`config.mk`:
```
export PLATFORM = sky130hd
export DESIGN_NAME = whitelisted_mailbox_fifo
export DESIGN_NICKNAME = d
export VERILOG_FILES = /design/src/design/mbf_pkg.sv /design/src/design/mbf_ram.sv /design/src/design/whitelisted_mailbox_fifo.sv
export SDC_FILE = /design/constraint.sdc
export NUM_CORES = 2
export LEC_CHECK = 0
export ABC_AREA = 1
export BUFFER_PORTS_ARGS = -buffer_cell sky130_fd_sc_hd__buf_2
export CORE_UTILIZATION = 45
export DETAILED_ROUTE_END_ITERATION = 16
export GPL_TIMING_DRIVEN = 1
export PLACE_DENSITY_LB_ADDON = 0.3
export SLEW_MARGIN = 20
export SYNTH_ARGS = -nofsm -noshare
export SYNTH_HDL_FRONTEND = slang
export SYNTH_SLANG_ARGS = --single-unit
```
`constraint.sdc`:
```
create_clock -name clk -period 23.6 [get_ports clk]
set_input_delay 2.36 -clock clk [delete_from_list [all_inputs] [get_ports clk]]
set_output_delay 2.36 -clock clk [all_outputs]
set_load 0.05 [all_outputs]
```
`src/design/mbf_pkg.sv`:
```
package mbf_pkg;

    localparam int FIFO_DEPTH     = 16;
    localparam int WHITELIST_BITS = 64;
    localparam int MAX_SLOT_BYTES = 8;

    localparam int PTR_W  = (FIFO_DEPTH > 1) ? $clog2(FIFO_DEPTH) : 1;
    localparam int CNT_W  = $clog2(FIFO_DEPTH + 1);
    localparam int DATA_W = 64;
    localparam int SID_W  = 6;
    localparam int CTR_W  = 32;
    localparam int ENTRY_W = DATA_W + SID_W;

    localparam int S_TDATA_W = 88;
    localparam int M_TDATA_W = 208;
    localparam int CFG_IDX_W = 8;

    localparam logic [CFG_IDX_W-1:0] CFG_WHITELIST = 8'd0;
    localparam logic [CFG_IDX_W-1:0] CFG_SLOT_LEN  = 8'd1;

    localparam logic [3:0] SLOT_LEN_RESET = 4'd8;

    typedef enum logic [1:0] {
        OP_SEND    = 2'd0,
        OP_RECEIVE = 2'd1,
        OP_PEEK    = 2'd2,
        OP_FLUSH   = 2'd3
    } op_t;

    typedef enum logic [2:0] {
        ST_OK              = 3'd0,
        ST_INVALID_ARG     = 3'd1,
        ST_BAD_ID          = 3'd2,
        ST_NOT_WHITELISTED = 3'd3,
        ST_FULL            = 3'd4,
        ST_EMPTY           = 3'd5
    } status_t;

    // Keep the low nbytes bytes of a payload word.
    function automatic logic [DATA_W-1:0] byte_mask(input logic [3:0] nbytes);
        logic [DATA_W-1:0] mask;
        mask = '0;
        for (int i = 0; i < DATA_W / 8; i++)
        begin
            if (4'(i) < nbytes)
                mask[i*8 +: 8] = 8'hFF;
        end
        return mask;
    endfunction

endpackage

```
`src/design/mbf_ram.sv`:
```
module mbf_ram #(
    parameter int WIDTH  = 8,
    parameter int DEPTH  = 16,
    parameter int ADDR_W = (DEPTH > 1) ? $clog2(DEPTH) : 1
) (
    input  logic              clk,
    input  logic              wr_en,
    input  logic [ADDR_W-1:0] wr_addr,
    input  logic [WIDTH-1:0]  wr_data,
    input  logic              rd_en,
    input  logic [ADDR_W-1:0] rd_addr,
    output logic [WIDTH-1:0]  rd_data
);

    logic [WIDTH-1:0] mem [DEPTH];
    logic [WIDTH-1:0] rd_data_reg;

    // Write port
    always_ff @(posedge clk)
    begin
        if (wr_en)
            mem[wr_addr] <= wr_data;
    end

    // Registered read port
    always_ff @(posedge clk)
    begin
        if (rd_en)
            rd_data_reg <= mem[rd_addr];
    end

    assign rd_data = rd_data_reg;

endmodule

```
`src/design/whitelisted_mailbox_fifo.sv`:
```
// Channel  | Direction | Word layout (low bit first)
// s_*      | in        | operation[1:0] source_vm[17:2] payload_data[81:18]
//          |           | payload_length[85:82], zero fill to 88
// m_*      | out       | status, message_data, message_sender, accepted_count,
//          |           | perm_reject_count, full_reject_count, receive_count
// cfg_*    | in        | cfg_index selects register, cfg_data carries value
//
// Each item: read the head entry from the queue memory, then decide, update
// pointers and counters and write the memory. Reset clears pointers, fill
// count, counters and whitelist and sets the slot length to 8; queue memory,
// held input and result payload are not cleared. A result waits in the output
// register while the next word is accepted; execute holds until it is free.
module whitelisted_mailbox_fifo (
    input  logic                               clk,
    input  logic                               rst_n,
    input  logic                               s_tvalid,
    output logic                               s_tready,
    // operation, source_vm, payload_data, payload_length, zero fill
    input  logic [mbf_pkg::S_TDATA_W-1:0]      s_tdata,
    output logic                               m_tvalid,
    input  logic                               m_tready,
    // status, message_data, message_sender, accepted_count, perm_reject_count,
    // full_reject_count, receive_count, zero fill
    output logic [mbf_pkg::M_TDATA_W-1:0]      m_tdata,
    input  logic                               cfg_valid,
    output logic                               cfg_ready,
    input  logic [mbf_pkg::CFG_IDX_W-1:0]      cfg_index,
    input  logic [63:0]                        cfg_data
);

    typedef enum logic [1:0] {
        S_IDLE = 2'b01,
        S_EXEC = 2'b10
    } state_t;

    state_t state_reg, state_next;

    // Configuration registers
    logic [63:0] whitelist_reg;
    logic [3:0]  slot_len_reg;

    // Queue control and counters
    logic [mbf_pkg::PTR_W-1:0] rd_ptr_reg, rd_ptr_next;
    logic [mbf_pkg::PTR_W-1:0] wr_ptr_reg, wr_ptr_next;
    logic [mbf_pkg::CNT_W-1:0] fill_reg, fill_next;
    logic [mbf_pkg::CTR_W-1:0] acc_ctr_reg, acc_ctr_next;
    logic [mbf_pkg::CTR_W-1:0] perm_ctr_reg, perm_ctr_next;
    logic [mbf_pkg::CTR_W-1:0] full_ctr_reg, full_ctr_next;
    logic [mbf_pkg::CTR_W-1:0] rcv_ctr_reg, rcv_ctr_next;

    // Held input word
    mbf_pkg::op_t                op_reg;
    logic [15:0]                 sid_reg;
    logic [mbf_pkg::DATA_W-1:0]  data_reg;
    logic [3:0]                  len_reg;

    // Output register
    logic                        m_valid_reg;
    mbf_pkg::status_t            status_reg, status_next;
    logic [mbf_pkg::DATA_W-1:0]  mdata_reg, mdata_next;
    logic [mbf_pkg::SID_W-1:0]   msender_reg, msender_next;

    // Memory interface
    logic                        mem_wr_en;
    logic [mbf_pkg::ENTRY_W-1:0] mem_wr_data;
    logic [mbf_pkg::ENTRY_W-1:0] mem_rd_data;

    logic s_accept;
    logic commit;
    logic len_bad;
    logic id_bad;
    logic fifo_full;

    assign s_tready  = (state_reg == S_IDLE);
    assign s_accept  = s_tvalid && s_tready;
    assign commit    = (state_reg == S_EXEC) && (!m_valid_reg || m_tready);
    assign cfg_ready = 1'b1;

    assign len_bad   = (slot_len_reg == 4'd0)
                    || (slot_len_reg > 4'(mbf_pkg::MAX_SLOT_BYTES))
                    || (len_reg != slot_len_reg);
    assign id_bad    = (sid_reg >= 16'(mbf_pkg::WHITELIST_BITS));
    assign fifo_full = (fill_reg == mbf_pkg::CNT_W'(mbf_pkg::FIFO_DEPTH));

    assign mem_wr_data = {sid_reg[mbf_pkg::SID_W-1:0],
                          data_reg & mbf_pkg::byte_mask(slot_len_reg)};

    mbf_ram #(
        .WIDTH  (mbf_pkg::ENTRY_W),
        .DEPTH  (mbf_pkg::FIFO_DEPTH),
        .ADDR_W (mbf_pkg::PTR_W)
    ) u_store (
        .clk     (clk),
        .wr_en   (mem_wr_en),
        .wr_addr (wr_ptr_reg),
        .wr_data (mem_wr_data),
        .rd_en   (s_accept),
        .rd_addr (rd_ptr_reg),
        .rd_data (mem_rd_data)
    );

    // Advance a queue pointer with wrap
    function automatic logic [mbf_pkg::PTR_W-1:0] ptr_inc(
        input logic [mbf_pkg::PTR_W-1:0] p);
        logic [mbf_pkg::PTR_W-1:0] r;
        if (p == mbf_pkg::PTR_W'(mbf_pkg::FIFO_DEPTH - 1))
            r = '0;
        else
            r = p + 1'b1;
        return r;
    endfunction

    // Decide the item and build the next state
    always_comb
    begin
        state_next    = state_reg;
        rd_ptr_next   = rd_ptr_reg;
        wr_ptr_next   = wr_ptr_reg;
        fill_next     = fill_reg;
        acc_ctr_next  = acc_ctr_reg;
        perm_ctr_next = perm_ctr_reg;
        full_ctr_next = full_ctr_reg;
        rcv_ctr_next  = rcv_ctr_reg;
        status_next   = mbf_pkg::ST_OK;
        mdata_next    = '0;
        msender_next  = '0;
        mem_wr_en     = 1'b0;

        case (op_reg)
            mbf_pkg::OP_SEND:
            begin
                if (len_bad)
                    status_next = mbf_pkg::ST_INVALID_ARG;
                else if (id_bad)
                    status_next = mbf_pkg::ST_BAD_ID;
                else if (!whitelist_reg[sid_reg[mbf_pkg::SID_W-1:0]])
                begin
                    status_next   = mbf_pkg::ST_NOT_WHITELISTED;
                    perm_ctr_next = perm_ctr_reg + 1'b1;
                end
                else if (fifo_full)
                begin
                    status_next   = mbf_pkg::ST_FULL;
                    full_ctr_next = full_ctr_reg + 1'b1;
                end
                else
                begin
                    mem_wr_en    = commit;
                    wr_ptr_next  = ptr_inc(wr_ptr_reg);
                    fill_next    = fill_reg + 1'b1;
                    acc_ctr_next = acc_ctr_reg + 1'b1;
                end
            end
            mbf_pkg::OP_RECEIVE, mbf_pkg::OP_PEEK:
            begin
                if (fill_reg == '0)
                    status_next = mbf_pkg::ST_EMPTY;
                else
                begin
                    mdata_next   = mem_rd_data[mbf_pkg::DATA_W-1:0];
                    msender_next = mem_rd_data[mbf_pkg::ENTRY_W-1:mbf_pkg::DATA_W];
                    if (op_reg == mbf_pkg::OP_RECEIVE)
                    begin
                        rd_ptr_next  = ptr_inc(rd_ptr_reg);
                        fill_next    = fill_reg - 1'b1;
                        rcv_ctr_next = rcv_ctr_reg + 1'b1;
                    end
                end
            end
            mbf_pkg::OP_FLUSH:
            begin
                rd_ptr_next = '0;
                wr_ptr_next = '0;
                fill_next   = '0;
            end
            default:
            begin
                status_next = mbf_pkg::ST_OK;
            end
        endcase

        case (state_reg)
            S_IDLE:
            begin
                if (s_accept)
                    state_next = S_EXEC;
            end
            S_EXEC:
            begin
                if (commit)
                    state_next = S_IDLE;
            end
            default:
            begin
                state_next = S_IDLE;
            end
        endcase
    end

    // Control state, counters and configuration
    always_ff @(posedge clk or negedge rst_n)
    begin
        if (!rst_n)
        begin
            state_reg     <= S_IDLE;
            whitelist_reg <= '0;
            slot_len_reg  <= mbf_pkg::SLOT_LEN_RESET;
            rd_ptr_reg    <= '0;
            wr_ptr_reg    <= '0;
            fill_reg      <= '0;
            acc_ctr_reg   <= '0;
            perm_ctr_reg  <= '0;
            full_ctr_reg  <= '0;
            rcv_ctr_reg   <= '0;
            m_valid_reg   <= 1'b0;
        end
        else
        begin
            state_reg <= state_next;
            if (cfg_valid && cfg_ready)
            begin
                if (cfg_index == mbf_pkg::CFG_WHITELIST)
                    whitelist_reg <= cfg_data;
                else if (cfg_index == mbf_pkg::CFG_SLOT_LEN)
                    slot_len_reg <= cfg_data[3:0];
            end
            if (commit)
            begin
                rd_ptr_reg   <= rd_ptr_next;
                wr_ptr_reg   <= wr_ptr_next;
                fill_reg     <= fill_next;
                acc_ctr_reg  <= acc_ctr_next;
                perm_ctr_reg <= perm_ctr_next;
                full_ctr_reg <= full_ctr_next;
                rcv_ctr_reg  <= rcv_ctr_next;
                m_valid_reg  <= 1'b1;
            end
            else if (m_tready)
                m_valid_reg <= 1'b0;
        end
    end

    // Hold the input word and load the result payload
    always_ff @(posedge clk)
    begin
        if (s_accept)
        begin
            op_reg   <= mbf_pkg::op_t'(s_tdata[1:0]);
            sid_reg  <= s_tdata[17:2];
            data_reg <= s_tdata[81:18];
            len_reg  <= s_tdata[85:82];
        end
        if (commit)
        begin
            status_reg  <= status_next;
            mdata_reg   <= mdata_next;
            msender_reg <= msender_next;
        end
    end

    assign m_tvalid = m_valid_reg;
    assign m_tdata  = {7'b0, rcv_ctr_reg, full_ctr_reg, perm_ctr_reg, acc_ctr_reg,
                       msender_reg, mdata_reg, status_reg};

endmodule

```
==> results.sh <==
export IMPL_power_frac_comb_pct=22.5
export IMPL_timing_rr_end="u_store.mem[12][29]"
export IMPL_ys_ff_latch=1561
export IMPL_via_count=41300
export IMPL_post_dp_cell_area_mm2=0.0668
export IMPL_cts_tree="built"
export IMPL_antenna_found_initial=6
export IMPL_cts_buffer_depth=3
export IMPL_ff2ff_setup_slack_ns=17.89
export IMPL_syn_instance_count=5107
export IMPL_dpl_cell_count=7126
export IMPL_cts_root_buf="clkbuf_16"
export IMPL_post_cts_buffers=0
export IMPL_drt_iter0_drc=4559
export IMPL_hold_class="reg2reg"
export IMPL_status="finished clean"
export IMPL_htree_levels=4
export IMPL_yosysSeqAreaShare_pct=72.7
export IMPL_initial_core_util_pct=45.6
export IMPL_clk_pin_slew_ns=0.06
export IMPL_fp_coreArea_mm2=0.138
export IMPL_numCtsBuffers=164
export IMPL_ys_top_cells_by_count="edfxtp_1 (1349), nand2_1 (964), nor2_1 (538)"
export IMPL_holdPathStages=2
export IMPL_clk_latency_ns=0.80
export IMPL_row_count=136
export IMPL_wl_per_cell_um=22.0
export IMPL_critPathKind="reg2reg"
export IMPL_clock_fmax_mhz=175
export IMPL_ys_top_cells_by_area="edfxtp_1 (64%), dfrtp_1 (8.3%), nand2_1 (5.7%)"
export IMPL_layout_cells_non_filler=7430
export IMPL_holdCritStartpoint="whitelist_reg[0]"
export IMPL_ys_types=50
export IMPL_p_sw_mw=2.44
export IMPL_dieArea_mm2=0.142
export IMPL_synth_top_area_share_pct=64.3
export IMPL_crit_path_end_kind="flop"
export IMPL_worst_slack_ns=17.89
export IMPL_routed_wl_um=164000
export IMPL_switching_share_pct=32.4
export IMPL_synth_edf_count=1349
export IMPL_worst_r2r_path_depth=15
export IMPL_relSlewSlack_pct=19.7
export IMPL_critPathMaxFanout=54
export IMPL_io_pins=376
export IMPL_setup_tns_ns=0
export IMPL_routabilityCongestion=0.914
export IMPL_cp_start_kind="flop"
export IMPL_cap_violations=0
export IMPL_vias_per_cell=5.56
export IMPL_layout_drive_gt1_share_pct=14.3
export IMPL_final_area_mm2=0.0722
export IMPL_grt_ovfl_total=0
export IMPL_drtPass1Iterations=5
export IMPL_grt_setup_unrepaired="no"
export IMPL_synthArstFlopShare_pct=13.6
export IMPL_syn_mean_instance_area_um2=12.3
export IMPL_cts_resized=0
export IMPL_fin_crit_ns=5.71
export IMPL_finalSetupViolations=0
export IMPL_port_buffers=365
export IMPL_synthFlopType="edfxtp_1"
export IMPL_grt_pass1_wl_um=244000
export IMPL_fin_skew_ns=0.0345
export IMPL_whs_endpoint="whitelist_reg[0]"
export IMPL_cp_arrival_ns=6.10
export IMPL_irDropWorstVdd_uv=124
export IMPL_grt_usage_pct=22.8
export IMPL_power_frac_clock_pct=34.1
export IMPL_period_share_pct=24.2
export IMPL_hold_viol=0
export IMPL_synth_area_mm2=0.0630
export IMPL_cts_sinks=1561
export IMPL_p_seq_share_pct=43.4
export IMPL_worst_pin_slew_ns=1.20
export IMPL_drc=0
export IMPL_yosysWarnings=0
export IMPL_place_hpwl_um=88600
export IMPL_ant_nets=0
export IMPL_fin_nets=5614
export IMPL_power_density_mw_per_mm2=104
export IMPL_required_ns=23.99
export IMPL_timing_rr_start="sid_reg[0]"
export IMPL_fillCellCount=11800
export IMPL_post_place_ws_ns=17.23
export IMPL_ctsHoldBuffers=0
export IMPL_die_w_um=376
export IMPL_p_int_mw=5.10
export IMPL_largest_reg_flops=1120
export IMPL_dieHeight_um=376
export IMPL_syn_to_final_growth_pct=14.5
export IMPL_static_leakage_power_nw=27.4
export IMPL_grt_max_degree=193
export IMPL_yosysMostFrequentCell="edfxtp_1"
export IMPL_hold_slack_ns=0.497
export IMPL_final_max_slew_violation_count=0
export IMPL_synth_top_cell_by_area="edfxtp_1"
export IMPL_grt_pass1_vias=39600
[cell usage in the layout (no fill, tap or decap), drive strengths merged, types with 2 or more instances in the layout]
| master | Yosys | layout |
|---|---|---|
| a21oi | 175 | 175 |
| a221oi | 82 | 82 |
| a31oi | 3 | 3 |
| and3 | 2 | 2 |
| buf | 60 | 430 |
| bufinv | 0 | 16 |
| clkbuf | 219 | 193 |
| clkinv | 3 | 77 |
| clkinvlp | 0 | 6 |
| conb | 2 | 8 |
| dfrtp | 210 | 210 |
| dfstp | 2 | 2 |
| diode | 0 | 2 |
| edfxtp | 1349 | 1349 |
| ha | 18 | 18 |
| inv | 269 | 281 |
| mux2 | 60 | 60 |
| nand2 | 971 | 971 |
| nand3 | 281 | 281 |
| nand3b | 9 | 9 |
| nand4 | 121 | 121 |
| nor2 | 551 | 551 |
| nor3 | 55 | 55 |
| nor3b | 2 | 2 |
| nor4 | 25 | 25 |
| o21ai | 389 | 389 |
| o221ai | 58 | 58 |
| o22ai | 83 | 83 |
| xnor2 | 39 | 39 |
| xor2 | 62 | 62 |
[layout make-up]
cell class | count | area, µm² | area share, %
flip-flops and latches | 1561 | 45800 | 63.5
multi-input cells | 3001 | 15200 | 21.0
clock buffers | 193 | 4310 | 5.96
repair buffers | 430 | 2430 | 3.36
well taps | 1863 | 2330 | 3.23
clock inverters | 108 | 1080 | 1.50
inverters | 272 | 1040 | 1.44
diodes | 2 | 5.00 | 0.00693
[layer usage]
| metal | GRT usage, % | wire length, µm | vias to the layer above |
|---|---|---|---|
| met2 | 36.5 | 76700 | 1744 |
| met1 | 31.8 | 69600 | 20300 |
| met5 | 0 | 44 | - |
| li1 | - | - | 18900 |
| met4 | 7.46 | 4430 | 6 |
| met3 | 3.91 | 12900 | 278 |
[power by group through the flow]
stage / registers [mW] / clock network (mW) / logic, mW
2_1_floorplan: 3.29 / 0 / 1.12
3_3_place_gp: 3.32 / 0 / 1.64
3_5_place_dp: 3.32 / 0 / 1.68
4_1_cts: 3.27 / 2.62 / 1.69
5_1_grt: 3.28 / 2.73 / 1.86
6_report: 3.27 / 2.57 / 1.70
[logic make-up after synthesis]
group	count (synthesis)	share of synthesized area, %
xor+xnor	101	1.40
buf+inv	551	3.53
other cells	2	0.0119
flops	1561	72.7
compound gates	793	7.34
fa+ha+maj	19	0.389
mux	60	1.07
simple gates	2020	13.6
[through the flow]
step	utilization, %	power [mW]
floorplan	-	4.41
global placement	48.3	4.96
detailed placement	48.3	5.00
CTS	52.2	7.58
global route	52.3	7.87
finish	52.3	7.54
[worst max path at each step]
stage / slack, ns / cells past startpoint / from / endpoint
finish: 17.89 / 15 / sid_reg[0] / u_store.mem[12][29]
global placement: 17.34 / 12 / m_tready / u_store.mem[12][19]
floorplan: 14.09 / 2 / s_tvalid / data_reg[0]
detailed placement: 17.23 / 12 / m_tready / u_store.mem[12][19]
CTS: 17.79 / 15 / sid_reg[0] / u_store.mem[12][29]
global route: 17.53 / 15 / sid_reg[0] / u_store.mem[12][29]
[critical path: stages, from the launching register on]
cell,delay [ns]
edfxtp_1,0.74
buf_4,0.39
inv_4,0.30
nand2_1,0.08
nand3_1,0.09
nand3_1,0.08
nand2_1,0.11
nand2_1,0.05
nand3_1,0.10
nand3_1,0.10
nand2_2,0.63
nand2_4,0.22
inv_4,0.27
nand2_1,0.31
nor2_4,0.64
buf_4,0.99
Power figures use the tool's default switching activity.
